--- config.mk ---
export PLATFORM = sky130hd
export DESIGN_NAME = window_least_rotation_anchors_core
export DESIGN_NICKNAME = d
export VERILOG_FILES = /design/src/hw/rtl/wlra_pkg.sv /design/src/hw/rtl/window_least_rotation_anchors_core.sv
export SDC_FILE = /design/constraint.sdc
export NUM_CORES = 2
export LEC_CHECK = 0
export BUFFER_PORTS_ARGS = -buffer_cell sky130_fd_sc_hd__buf_2
export CAP_MARGIN = 20
export CORE_MARGIN = 3
export CORE_UTILIZATION = 31
export DETAILED_ROUTE_END_ITERATION = 16
export PLACE_DENSITY = 0.49
export SLEW_MARGIN = 15
export SYNTH_ARGS = -nofsm -noshare
export SYNTH_HDL_FRONTEND = slang
export SYNTH_SLANG_ARGS = --single-unit
--- constraint.sdc ---
create_clock -name clk_i -period 23.8 [get_ports clk_i]
set_input_delay 3.57 -clock clk_i [delete_from_list [all_inputs] [get_ports clk_i]]
set_output_delay 3.57 -clock clk_i [all_outputs]
set_load 0.02 [all_outputs]
--- src/hw/rtl/wlra_pkg.sv ---
`timescale 1ns / 1ps
// ----------------------------------------------------------------------------
// Window least-rotation anchors: shared definitions
// Field widths and the register reset value used across the block.
// ----------------------------------------------------------------------------
package wlra_pkg;

  // Widths of the words on the input, output and configuration ports.
  localparam int unsigned BYTE_W   = 8;
  localparam int unsigned CFG_W    = 7;
  localparam int unsigned OFFSET_W = 6;
  localparam int unsigned ANCHOR_W = 32;

  // Window length after reset.
  localparam logic [CFG_W-1:0] LEN_RESET = 7'd16;

endpackage

--- src/hw/rtl/window_least_rotation_anchors_core.sv ---
`timescale 1ns / 1ps
// ----------------------------------------------------------------------------
// Window least-rotation anchors core
// Keeps the last window_length bytes of a text in a circular byte memory and,
// for every word once the window is full, runs Booth's least-rotation scan
// over the doubled window with a failure-link memory. Reports the rotation
// offset and the absolute anchor position.
// ----------------------------------------------------------------------------
// A word that leaves the window short starts no scan. For length n a scan first
// clears the failure links, then visits each of the 2n - 1 scan positions of the
// doubled window, following failure-link hops as needed, and then loads the
// result register.
// One word at a time; the next is taken while a result waits for the output.
// Reset (rst_ni low, asynchronous) clears control, fill count and position.

module window_least_rotation_anchors_core #(
  parameter int unsigned WIN_MAX  = 64,
  parameter int unsigned POS_BITS = 32
) (
  input  logic                           clk_i,
  input  logic                           rst_ni,
  // Configuration write port.
  input  logic                           cfg_we_i,
  input  logic [wlra_pkg::CFG_W-1:0]     cfg_wdata_i,
  // Input channel.
  input  logic                           in_valid_i,
  output logic                           in_ready_o,
  input  logic [wlra_pkg::BYTE_W-1:0]    text_byte_i,
  input  logic                           new_text_i,
  // Output channel.
  output logic                           out_valid_o,
  input  logic                           out_ready_i,
  output logic [wlra_pkg::ANCHOR_W-1:0]  anchor_position_o,
  output logic [wlra_pkg::OFFSET_W-1:0]  rotation_offset_o
);

  // Widths derived from the window size.
  localparam int unsigned WA = (WIN_MAX > 1) ? $clog2(WIN_MAX) : 1;
  localparam int unsigned FA = $clog2(2 * WIN_MAX);
  localparam int unsigned LW = $clog2(WIN_MAX + 1);
  localparam int unsigned JW = $clog2(2 * WIN_MAX + 1);
  localparam int unsigned IS = JW + 1;

  localparam logic signed [IS-1:0] NEG1 = '1;

  typedef enum logic [3:0] {
    ST_IDLE,
    ST_CLR,
    ST_SJ_A,
    ST_SJ_W,
    ST_LP_A,
    ST_LP_W,
    ST_LP_F,
    ST_TL_A,
    ST_TL_W,
    ST_DONE
  } state_e;

  state_e                        state_q;
  logic [wlra_pkg::CFG_W-1:0]    cfg_q;
  logic [WA-1:0]                 widx_q;
  logic [LW-1:0]                 fill_q;
  logic [POS_BITS-1:0]           pos_q;
  logic [POS_BITS-1:0]           wstart_q;
  logic [LW-1:0]                 n_q;
  logic [JW-1:0]                 nd_q;
  logic [WA-1:0]                 base_q;
  logic [JW-1:0]                 j_q;
  logic [JW-1:0]                 k_q;
  logic signed [IS-1:0]          i_q;
  logic [wlra_pkg::BYTE_W-1:0]   sj_q;
  logic                          out_valid_q;
  logic [wlra_pkg::ANCHOR_W-1:0] anchor_q;
  logic [wlra_pkg::OFFSET_W-1:0] offset_q;

  // Memories.
  logic [wlra_pkg::BYTE_W-1:0]   win_mem [WIN_MAX];
  logic [wlra_pkg::BYTE_W-1:0]   win_rdata_q;
  logic [WA-1:0]                 win_raddr;
  logic signed [IS-1:0]          fail_mem [2*WIN_MAX];
  logic signed [IS-1:0]          fail_rdata_q;
  logic [FA-1:0]                 fail_raddr;
  logic [FA-1:0]                 fail_waddr;
  logic signed [IS-1:0]          fail_wdata;
  logic                          fail_we;

  // Reduces a value below twice the window length into the window.
  function automatic logic [JW-1:0] mod_n(input logic [JW:0] v, input logic [LW-1:0] n);
    logic [JW:0] nx;
    nx = (JW+1)'(n);
    if (v >= nx) begin
      mod_n = JW'(v - nx);
    end else begin
      mod_n = JW'(v);
    end
  endfunction

  // Maps a window offset onto the circular byte memory.
  function automatic logic [WA-1:0] phys(input logic [WA-1:0] base, input logic [JW-1:0] x);
    logic [LW:0] s;
    s = (LW+1)'(base) + (LW+1)'(x);
    if (s >= (LW+1)'(WIN_MAX)) begin
      s = s - (LW+1)'(WIN_MAX);
    end
    phys = s[WA-1:0];
  endfunction

  // Effective window length: zero acts as one, oversize as the maximum.
  logic [LW-1:0] len_eff;
  always_comb begin
    if (cfg_q == '0) begin
      len_eff = LW'(1);
    end else if (int'(cfg_q) > int'(WIN_MAX)) begin
      len_eff = LW'(WIN_MAX);
    end else begin
      len_eff = LW'(cfg_q);
    end
  end

  // Intake bookkeeping for the word being accepted.
  logic                 in_acc;
  logic [WA-1:0]        widx_new;
  logic [LW-1:0]        fill_new;
  logic [POS_BITS-1:0]  pos_new;
  logic [LW:0]          base_sum;
  logic [LW:0]          base_new;

  assign in_ready_o = (state_q == ST_IDLE);
  assign in_acc     = in_valid_i && in_ready_o;

  always_comb begin
    if (widx_q == WA'(WIN_MAX - 1)) begin
      widx_new = '0;
    end else begin
      widx_new = widx_q + WA'(1);
    end
    if (new_text_i) begin
      fill_new = LW'(1);
      pos_new  = POS_BITS'(1);
    end else begin
      fill_new = (fill_q == LW'(WIN_MAX)) ? fill_q : fill_q + LW'(1);
      pos_new  = pos_q + POS_BITS'(1);
    end
    base_sum = (LW+1)'(widx_new) + (LW+1)'(WIN_MAX) - (LW+1)'(len_eff);
    if (base_sum >= (LW+1)'(WIN_MAX)) begin
      base_new = base_sum - (LW+1)'(WIN_MAX);
    end else begin
      base_new = base_sum;
    end
  end

  // Scan arithmetic on the current registers.
  logic [JW-1:0]        jm;
  logic [JW-1:0]        km;
  logic [JW-1:0]        lp_x;
  logic [JW-1:0]        k_tl;
  logic signed [IS-1:0] i_eff;
  logic                 i_bad;
  logic                 sj_lt;
  logic                 scan_last;

  always_comb begin
    jm        = mod_n((JW+1)'(j_q), n_q);
    km        = mod_n((JW+1)'(k_q), n_q);
    lp_x      = mod_n((JW+1)'(k_q) + (JW+1)'(i_q[JW-1:0]) + (JW+1)'(1), n_q);
    i_eff     = (i_q < NEG1) ? NEG1 : i_q;
    i_bad     = i_q[IS-1] || (i_q >= $signed({1'b0, nd_q}));
    sj_lt     = (sj_q < win_rdata_q);
    k_tl      = (sj_lt && (sj_q != win_rdata_q)) ? j_q : k_q;
    scan_last = (j_q == nd_q - JW'(1));
  end

  // Memory addresses and failure-link writes.
  always_comb begin
    case (state_q)
      ST_LP_A: win_raddr = phys(base_q, lp_x);
      ST_TL_A: win_raddr = phys(base_q, km);
      default: win_raddr = phys(base_q, jm);
    endcase
    case (state_q)
      ST_LP_W: fail_raddr = i_q[FA-1:0];
      default: fail_raddr = FA'(j_q - k_q - JW'(1));
    endcase
    fail_we    = 1'b0;
    fail_waddr = FA'(j_q - k_q);
    fail_wdata = NEG1;
    case (state_q)
      ST_CLR: begin
        fail_we    = 1'b1;
        fail_waddr = FA'(j_q);
      end
      ST_TL_A: begin
        fail_we    = (i_eff != NEG1);
        fail_wdata = i_eff + IS'(1);
      end
      ST_TL_W: begin
        fail_we = 1'b1;
        if (sj_q != win_rdata_q) begin
          fail_waddr = FA'(j_q - k_tl);
        end else begin
          fail_wdata = '0;
        end
      end
      default: fail_we = 1'b0;
    endcase
  end

  // Circular byte memory: written on intake, read during the scan.
  always_ff @(posedge clk_i) begin
    if (in_acc) begin
      win_mem[widx_q] <= text_byte_i;
    end
    win_rdata_q <= win_mem[win_raddr];
  end

  // Failure-link memory.
  always_ff @(posedge clk_i) begin
    if (fail_we) begin
      fail_mem[fail_waddr] <= fail_wdata;
    end
    fail_rdata_q <= fail_mem[fail_raddr];
  end

  // Result formed from the final candidate.
  logic [POS_BITS-1:0]          anchor_sum;
  logic [POS_BITS+31:0]         anchor_ext;
  logic [JW+wlra_pkg::OFFSET_W-1:0] offset_ext;
  always_comb begin
    anchor_sum = wstart_q + POS_BITS'(km);
    anchor_ext = {32'b0, anchor_sum};
    offset_ext = {{wlra_pkg::OFFSET_W{1'b0}}, km};
  end

  // A finished result enters the output register once it is free or being taken.
  logic res_load;
  assign res_load = (state_q == ST_DONE) && (!out_valid_q || out_ready_i);

  // Sequencer, position state and output register.
  always_ff @(posedge clk_i or negedge rst_ni) begin
    if (!rst_ni) begin
      state_q     <= ST_IDLE;
      cfg_q       <= wlra_pkg::LEN_RESET;
      widx_q      <= '0;
      fill_q      <= '0;
      pos_q       <= '0;
      wstart_q    <= '0;
      out_valid_q <= 1'b0;
      n_q         <= LW'(1);
      nd_q        <= JW'(2);
      base_q      <= '0;
      j_q         <= '0;
      k_q         <= '0;
      i_q         <= NEG1;
      sj_q        <= '0;
      anchor_q    <= '0;
      offset_q    <= '0;
    end else begin
      if (cfg_we_i) begin
        cfg_q <= cfg_wdata_i;
      end
      if (out_valid_q && out_ready_i && !res_load) begin
        out_valid_q <= 1'b0;
      end
      case (state_q)
        ST_IDLE: begin
          if (in_acc) begin
            widx_q <= widx_new;
            fill_q <= fill_new;
            pos_q  <= pos_new;
            if (fill_new >= len_eff) begin
              wstart_q <= pos_new - POS_BITS'(len_eff);
              n_q      <= len_eff;
              nd_q     <= JW'({len_eff, 1'b0});
              base_q   <= base_new[WA-1:0];
              j_q      <= '0;
              state_q  <= ST_CLR;
            end
          end
        end
        ST_CLR: begin
          if (scan_last) begin
            j_q     <= JW'(1);
            k_q     <= '0;
            state_q <= ST_SJ_A;
          end else begin
            j_q <= j_q + JW'(1);
          end
        end
        ST_SJ_A: state_q <= ST_SJ_W;
        ST_SJ_W: begin
          sj_q    <= win_rdata_q;
          i_q     <= fail_rdata_q;
          state_q <= ST_LP_A;
        end
        ST_LP_A: begin
          state_q <= (i_q == NEG1) ? ST_TL_A : ST_LP_W;
        end
        ST_LP_W: begin
          if (sj_q == win_rdata_q) begin
            state_q <= ST_TL_A;
          end else begin
            if (sj_lt) begin
              k_q <= j_q - i_q[JW-1:0] - JW'(1);
            end
            state_q <= i_bad ? ST_TL_A : ST_LP_F;
          end
        end
        ST_LP_F: begin
          i_q     <= (fail_rdata_q >= i_q) ? NEG1 : fail_rdata_q;
          state_q <= ST_LP_A;
        end
        ST_TL_A: begin
          if (i_eff == NEG1) begin
            state_q <= ST_TL_W;
          end else begin
            j_q     <= j_q + JW'(1);
            state_q <= scan_last ? ST_DONE : ST_SJ_A;
          end
        end
        ST_TL_W: begin
          k_q     <= k_tl;
          j_q     <= j_q + JW'(1);
          state_q <= scan_last ? ST_DONE : ST_SJ_A;
        end
        ST_DONE: begin
          if (res_load) begin
            anchor_q    <= anchor_ext[wlra_pkg::ANCHOR_W-1:0];
            offset_q    <= offset_ext[wlra_pkg::OFFSET_W-1:0];
            out_valid_q <= 1'b1;
            state_q     <= ST_IDLE;
          end
        end
        default: state_q <= ST_IDLE;
      endcase
    end
  end

  assign out_valid_o       = out_valid_q;
  assign anchor_position_o = anchor_q;
  assign rotation_offset_o = offset_q;

  // The candidate start never runs ahead of the scan position.
  a_k_le_j: assert property (@(posedge clk_i) disable iff (!rst_ni)
    (state_q != ST_IDLE && state_q != ST_CLR && state_q != ST_DONE) |-> (k_q <= j_q))
    else $error("least-rotation candidate beyond scan position");

  // The scan position stays inside the doubled window.
  a_j_range: assert property (@(posedge clk_i) disable iff (!rst_ni)
    (state_q != ST_IDLE && state_q != ST_DONE) |-> (j_q < nd_q))
    else $error("scan position outside doubled window");

  // A word that fills the window starts the clearing pass.
  a_start: assert property (@(posedge clk_i) disable iff (!rst_ni)
    (in_acc && (fill_new >= len_eff)) |=> (state_q == ST_CLR))
    else $error("full window did not start a scan");

  // A word that leaves the window short yields no work.
  a_short: assert property (@(posedge clk_i) disable iff (!rst_ni)
    (in_acc && (fill_new < len_eff)) |=> (state_q == ST_IDLE))
    else $error("short window left the idle state");

  // A finished result waits while the output register is still occupied.
  a_hold: assert property (@(posedge clk_i) disable iff (!rst_ni)
    (state_q == ST_DONE && out_valid_q && !out_ready_i) |=> (state_q == ST_DONE))
    else $error("result overwrote an untaken word");

endmodule

Word level (Yosys, flattened, before mapping) --
Memory sizes are Yosys's and may differ from the RTL's. A register that Yosys moved wholly into a read port is not among the register bits. Cells that the tools add are included.
Storage, ports and cells: register bits after elaboration 173, bits in writable memories 1664, output and inout bits 40, logic and storage cells 153, memories 2, input port bits 21
Operators by class: equal/unequal tests 24, reductions and logical operators 22, add/sub/neg operators 27, order comparisons 13, mux-type cells 50
Memory list:
- fail_mem | depth 128, width 9, rd ports 1, clocked after memory_dff 1, write ports 1, RTL line window_least_rotation_anchors_core.sv:80 | logic signed [IS-1:0] fail_mem [2*WIN_MAX];
- win_mem | depth 64, width 8, rd ports 1, clocked after memory_dff 1, write ports 1, RTL line window_least_rotation_anchors_core.sv:77 | logic [wlra_pkg::BYTE_W-1:0] win_mem [WIN_MAX];
Operators by type and width (count):
- $mux W8 | 11
- $mux W7 | 6
- $pmux W4 S9 | 1
- $pmux W9 S2 | 2
- $add A32 B1 Y32 const B | 1
- $add A32 B8 Y32 | 1
- $ge A8 B7 Y1 const B | 4
- $mux W32 | 1
- $pmux W8 S4 | 1
- $sub A32 B7 Y32 | 1
- $sub A8 B7 Y8 | 4
- $mux W6 | 5
- $mux W9 | 3
- $add A6 B8 Y8 | 3
- $mux W4 | 6
- $pmux W8 S3 | 1
- $sub A6 B1 Y6 const B | 4
- $eq A9 B1 Y1 const B | 2
- $ge A9 B9 Y1 | 2
- $eq A4 B3 Y1 const B | 4
- $eq A8 B8 Y1 | 2
- $ge A8 B7 Y1 | 2
- $sub A8 B1 Y8 const B | 2
- $pmux W7 S2 | 1
- 40 further kinds | 66

Logic depth before layout (Yosys ltp) --
depth after elaboration 8, depth in mapped cells 32, gate-level depth less buffers 28

Worst setup path before layout --
Ideal clock, no wire load.
path type reg-to-reg, start point register i_q[3], end point memory fail_mem[0][4] in the netlist's numbering (data pin), cell stages (with the launch flop) 11, library setup time 1197 ps, data arrival time 7457 ps, clock period less this slack 8654 ps, buffers on the path 1, data required time 22603 ps, path slack 15146 ps, cell sequence dfstp_2 -> inv_1 -> nor4_1 -> nand4_1 -> ha_1 -> clkbuf_1 -> or2_2 -> ha_1 -> a21oi_1 -> a211oi_1 -> o21ai_0
Between the ends: cells in the longest elaborated chain, start to end 4
RTL lines:
- start: declaration | RTL line window_least_rotation_anchors_core.sv:70 | logic signed [IS-1:0] i_q;
- start signal: assignment | RTL line window_least_rotation_anchors_core.sv:292 | i_q <= fail_rdata_q;
- start signal: assignment | RTL line window_least_rotation_anchors_core.sv:309 | i_q <= (fail_rdata_q >= i_q) ? NEG1 : fail_rdata_q;
- $lt A9 B1 Y1 | RTL line window_least_rotation_anchors_core.sv:166 | i_eff = (i_q < NEG1) ? NEG1 : i_q;
- $mux W9 (*) | RTL line window_least_rotation_anchors_core.sv:166
- $add A9 B2 Y9 (*) | RTL line window_least_rotation_anchors_core.sv:194 | fail_wdata = i_eff + IS'(1);
- $pmux W9 S2 (*) | RTL line window_least_rotation_anchors_core.sv:187 | case (state_q)
- via fail_wdata[4] | RTL line window_least_rotation_anchors_core.sv:84 | logic signed [IS-1:0] fail_wdata;
- end: declaration | RTL line window_least_rotation_anchors_core.sv:80
Mark *: on every way through the listed nets, which the timed path passes. The rest lies on a longest branch.

Worst setup path in the final report --
start point register i_q[0], end point register win_rdata_q[5] in the netlist's numbering (read register of win_mem)
Between the ends: cells in the longest elaborated chain, start to end 8, elaborated cells on any way between the ends 10, those cells by class add/sub: 5; order compare: 2; mux: 3
RTL lines:
- $add A8 B8 Y9 (*) | RTL line window_least_rotation_anchors_core.sv:165 | lp_x = mod_n((JW+1)'(k_q) + (JW+1)'(i_q[JW-1:0]) + (JW+1)'(1), n_q);
- $add A9 B1 Y9 (*) | RTL line window_least_rotation_anchors_core.sv:165
- $sub A8 B7 Y8 / $ge A9 B7 Y1 (equally long branches) | RTL line window_least_rotation_anchors_core.sv:92, window_least_rotation_anchors_core.sv:91
- $mux W8 (*) | RTL line window_least_rotation_anchors_core.sv:91 | if (v >= nx) begin
- $add A6 B8 Y8 (*) | RTL line window_least_rotation_anchors_core.sv:101 | s = (LW+1)'(base) + (LW+1)'(x);
- $ge A8 B7 Y1 / $sub A6 B1 Y6 (equally long branches) | RTL line window_least_rotation_anchors_core.sv:102, window_least_rotation_anchors_core.sv:103
- $mux W6 (*) | RTL line window_least_rotation_anchors_core.sv:102 | if (s >= (LW+1)'(WIN_MAX)) begin
- $pmux W6 S2 (*) | RTL line window_least_rotation_anchors_core.sv:175 | case (state_q)
- end: declaration | RTL line window_least_rotation_anchors_core.sv:78 | logic [wlra_pkg::BYTE_W-1:0] win_rdata_q;
Mark *: on every way between the ends. The rest lies on a longest branch, timed or not. A chain may end at the register's enable or synchronous reset.

==> run metrics <==
GRT Total Usage=0.163; Die Y=513 µm; GRT met2 Usage=0.258; Syn Inst Count=5032; largest net degree at the start of global routing=127; FF-to-FF setup slack=15320 ps; status=finished clean; multi-input combinational cell area=0.0238 mm²; CTS resizes=0; hold_buf cts=0; CTS tree=done; Die W=513 µm; Top Usage Layer GRT=met2; f_max=118 MHz; Final GP Congestion=0.837; Inserted Clock Buffers=199; Crit Path Max Fanout=51; CTS Root Cell=clkbuf_16; Mapped Avg Cell Area=15.8 µm²; Clk Latency, worst-skew pair=850 ps; Net Count, Synth=5178; worst slew pin tran=1350 ps; Setup TNS Final=0 ps; Post-synth ARST share=0.0933; layout cells sized above 1=0.181; Core Area=0.255 mm²; Detailed Place HPWL=137 mm; met3 global-route usage=0.0274; worst min path class=flip-flop to flip-flop; first-pass GRT wire length=320 mm; clk slew on worst S/H paths=60 ps; Final Skew=56.1 ps; Layout Nets=5270; CTS sink count=1854; critical path class=flip-flop to flip-flop; Routed WL per cell=25.2 µm; Period minus WS final=8480 ps; Post-synth EDFFs=1664; crit path launch type=flip-flop; vias in the first global route=44800; max_slew headroom=0.0982; storage element area=0.0547 mm²; buffer depth of the longest clock path=3; WP data required=24490 ps; Post-Synthesis Cell Area=0.0797 mm²; routed vias=44700; Area Growth Syn to Fin=13.7%; initial core utilization=0.313; Pins Over Slew Limit=0; Critical Path AT=9170 ps; met1 usage=0.231; Site Rows=185; post-CTS setup buffer count=0; RSZ-0062 raised after global routing=false; Worst Setup End Kind=flip-flop; Seq/Total Area, Yosys=0.686; #FFs+latches synth=1854; Netlist cell types=96; DRC viols=0; Ports=61; Crit-path slowest cell=fa_4; initial drt markers=3764; Antenna Nets Post-Route=0; Tcrit/Tclk final=0.356; Hold Fails Final Rpt=0; MaxCap Viol Count=0; top_reg_cell synth=edfxtp_1; Total Wirelength=218 mm; H-tree depth=4; Yosys Warn Count=0; die area=0.263 mm²; gr ovfl total=0; TritonRoute pass-1 iters=5; final setup fails=0; Port Buf Inserts=60; vias per inst=5.16; filler cell count=24000; Slowest Stage Delay on Critical Path=1200 ps; initial antenna violation count=9
## metrics by stage
stage / utilization / hold WS, ps / cell area, µm² / setup WS [ps] / std cells
6_report: 0.355 / 467 / 90600 / 15320 / 8658
5_1_grt: 0.355 / 499 / 90600 / 14820 / 8656
4_1_cts: 0.355 / 474 / 90500 / 15260 / 8643
3_5_place_dp: 0.330 / 459 / 84000 / 15250 / 8279
3_3_place_gp: 0.330 / 460 / 84000 / 15280 / 8276
2_1_floorplan: - / 437 / 79700 / 15150 / 5032
## sequential cells by signal (all words and copies together) (netlist names), 9 cells and up
signal	count
fail_mem	1152
win_mem	512
anchor_position_o	32
pos_q	32
wstart_q	32
fail_rdata_q	9
i_q	9
## final timing paths
| path | depth (start not counted) | startpoint | to |
|---|---|---|---|
| max in group asynchronous | 3 | rst_ni | rotation_offset_o[4] |
| worst min register to register | 2 | anchor_position_o[0] | anchor_position_o[0] |
| worst max-delay path | 29 | i_q[0] | win_rdata_q[5] |
| worst max register to register | 29 | i_q[0] | win_rdata_q[5] |
| min in group asynchronous | 1 | rst_ni | cfg_q[0] |
| worst min-delay path | 2 | anchor_position_o[0] | anchor_position_o[0] |
## routing by layer
layer	vias up	routed length (µm)
met4	0	6330
met3	332	11600
met2	1180	102000
li1	19700	-
met5	-	0
met1	23400	98000
## area by class of cell
type	instances	share of cell area
Antenna cell	5	0.000138
Clock buffer	253	0.0584
Sequential cell	1854	0.603
Clock inverter	111	0.0126
Multi-Input combinational cell	2820	0.262
Timing Repair Buffer	166	0.0134
Tap cell	3366	0.0465
Inverter	83	0.00344
## cell families (layout without fill, tap and decap cells)
| group | after synthesis | count (layout) | share of synthesized area |
|---|---|---|---|
| AOI/OAI and AO/OA | 633 | 633 | 0.0518 |
| xor gates and xnor gates | 131 | 131 | 0.0144 |
| adders and majority gates | 125 | 125 | 0.0207 |
| buffers and inverters | 358 | 613 | 0.0192 |
| DFF | 1854 | 1854 | 0.686 |
| muxes | 558 | 558 | 0.131 |
| other | 0 | 5 | 0 |
| and+or+nand+nor | 1373 | 1373 | 0.0771 |
## synth_stat cells (all sizes together) (12+ instances only)
cell type	number	area [µm²]
edfxtp	1664	50000
a31oi	31	200
and3	22	138
dfxtp	17	340
clkbuf	161	604
or2	19	119
mux2i	131	1310
nor4	21	174
a311oi	20	175
a21o	33	248
nor3	49	273
or3	19	119
o21a	23	173
xor2	49	429
nand3	159	796
nand2b	30	188
nor2	348	1320
and2	17	106
a211oi	20	150
mux2	44	499
o21ai	165	830
nand3b	12	90.1
dfrtp	162	4050
a32oi	18	158
mux4	383	8630
a211o	20	175
o22ai	17	106
ha	114	1430
inv	82	308
a221oi	44	385
a21oi	163	816
buf	114	617
nor2b	24	150
xnor2	82	718
nand4	15	115
nand2	605	2270
o31ai	17	141
## layout by cell type, fill, tap and decap left out, types with 113 or more instances in the layout
cell type	synthesis	final
a21oi_1	163	161
clkbuf_16	0	202
dfrtp_1	162	162
edfxtp_1	1664	1664
ha_1	114	113
mux2i_1	131	130
mux4_2	383	383
nand2_1	605	601
nand3_1	159	158
nor2_1	345	344
o21ai_0	152	143
## worst max-delay path, delay by kind of cell, from the launching register on
| kind | cells | cell delay (ps) |
|---|---|---|
| and+or+nand+nor | 7 | 1090 |
| AOI/OAI and AO/OA | 8 | 1480 |
| buffers and inverters | 4 | 1680 |
| DFF | 1 | 390 |
| adders and majority gates | 5 | 2230 |
| muxes | 4 | 1280 |
| xor gates and xnor gates | 1 | 80 |
Power is left out: the tool's default activity adds up to more than one toggle a clock period on the data nets, which glitch-free logic cannot reach.
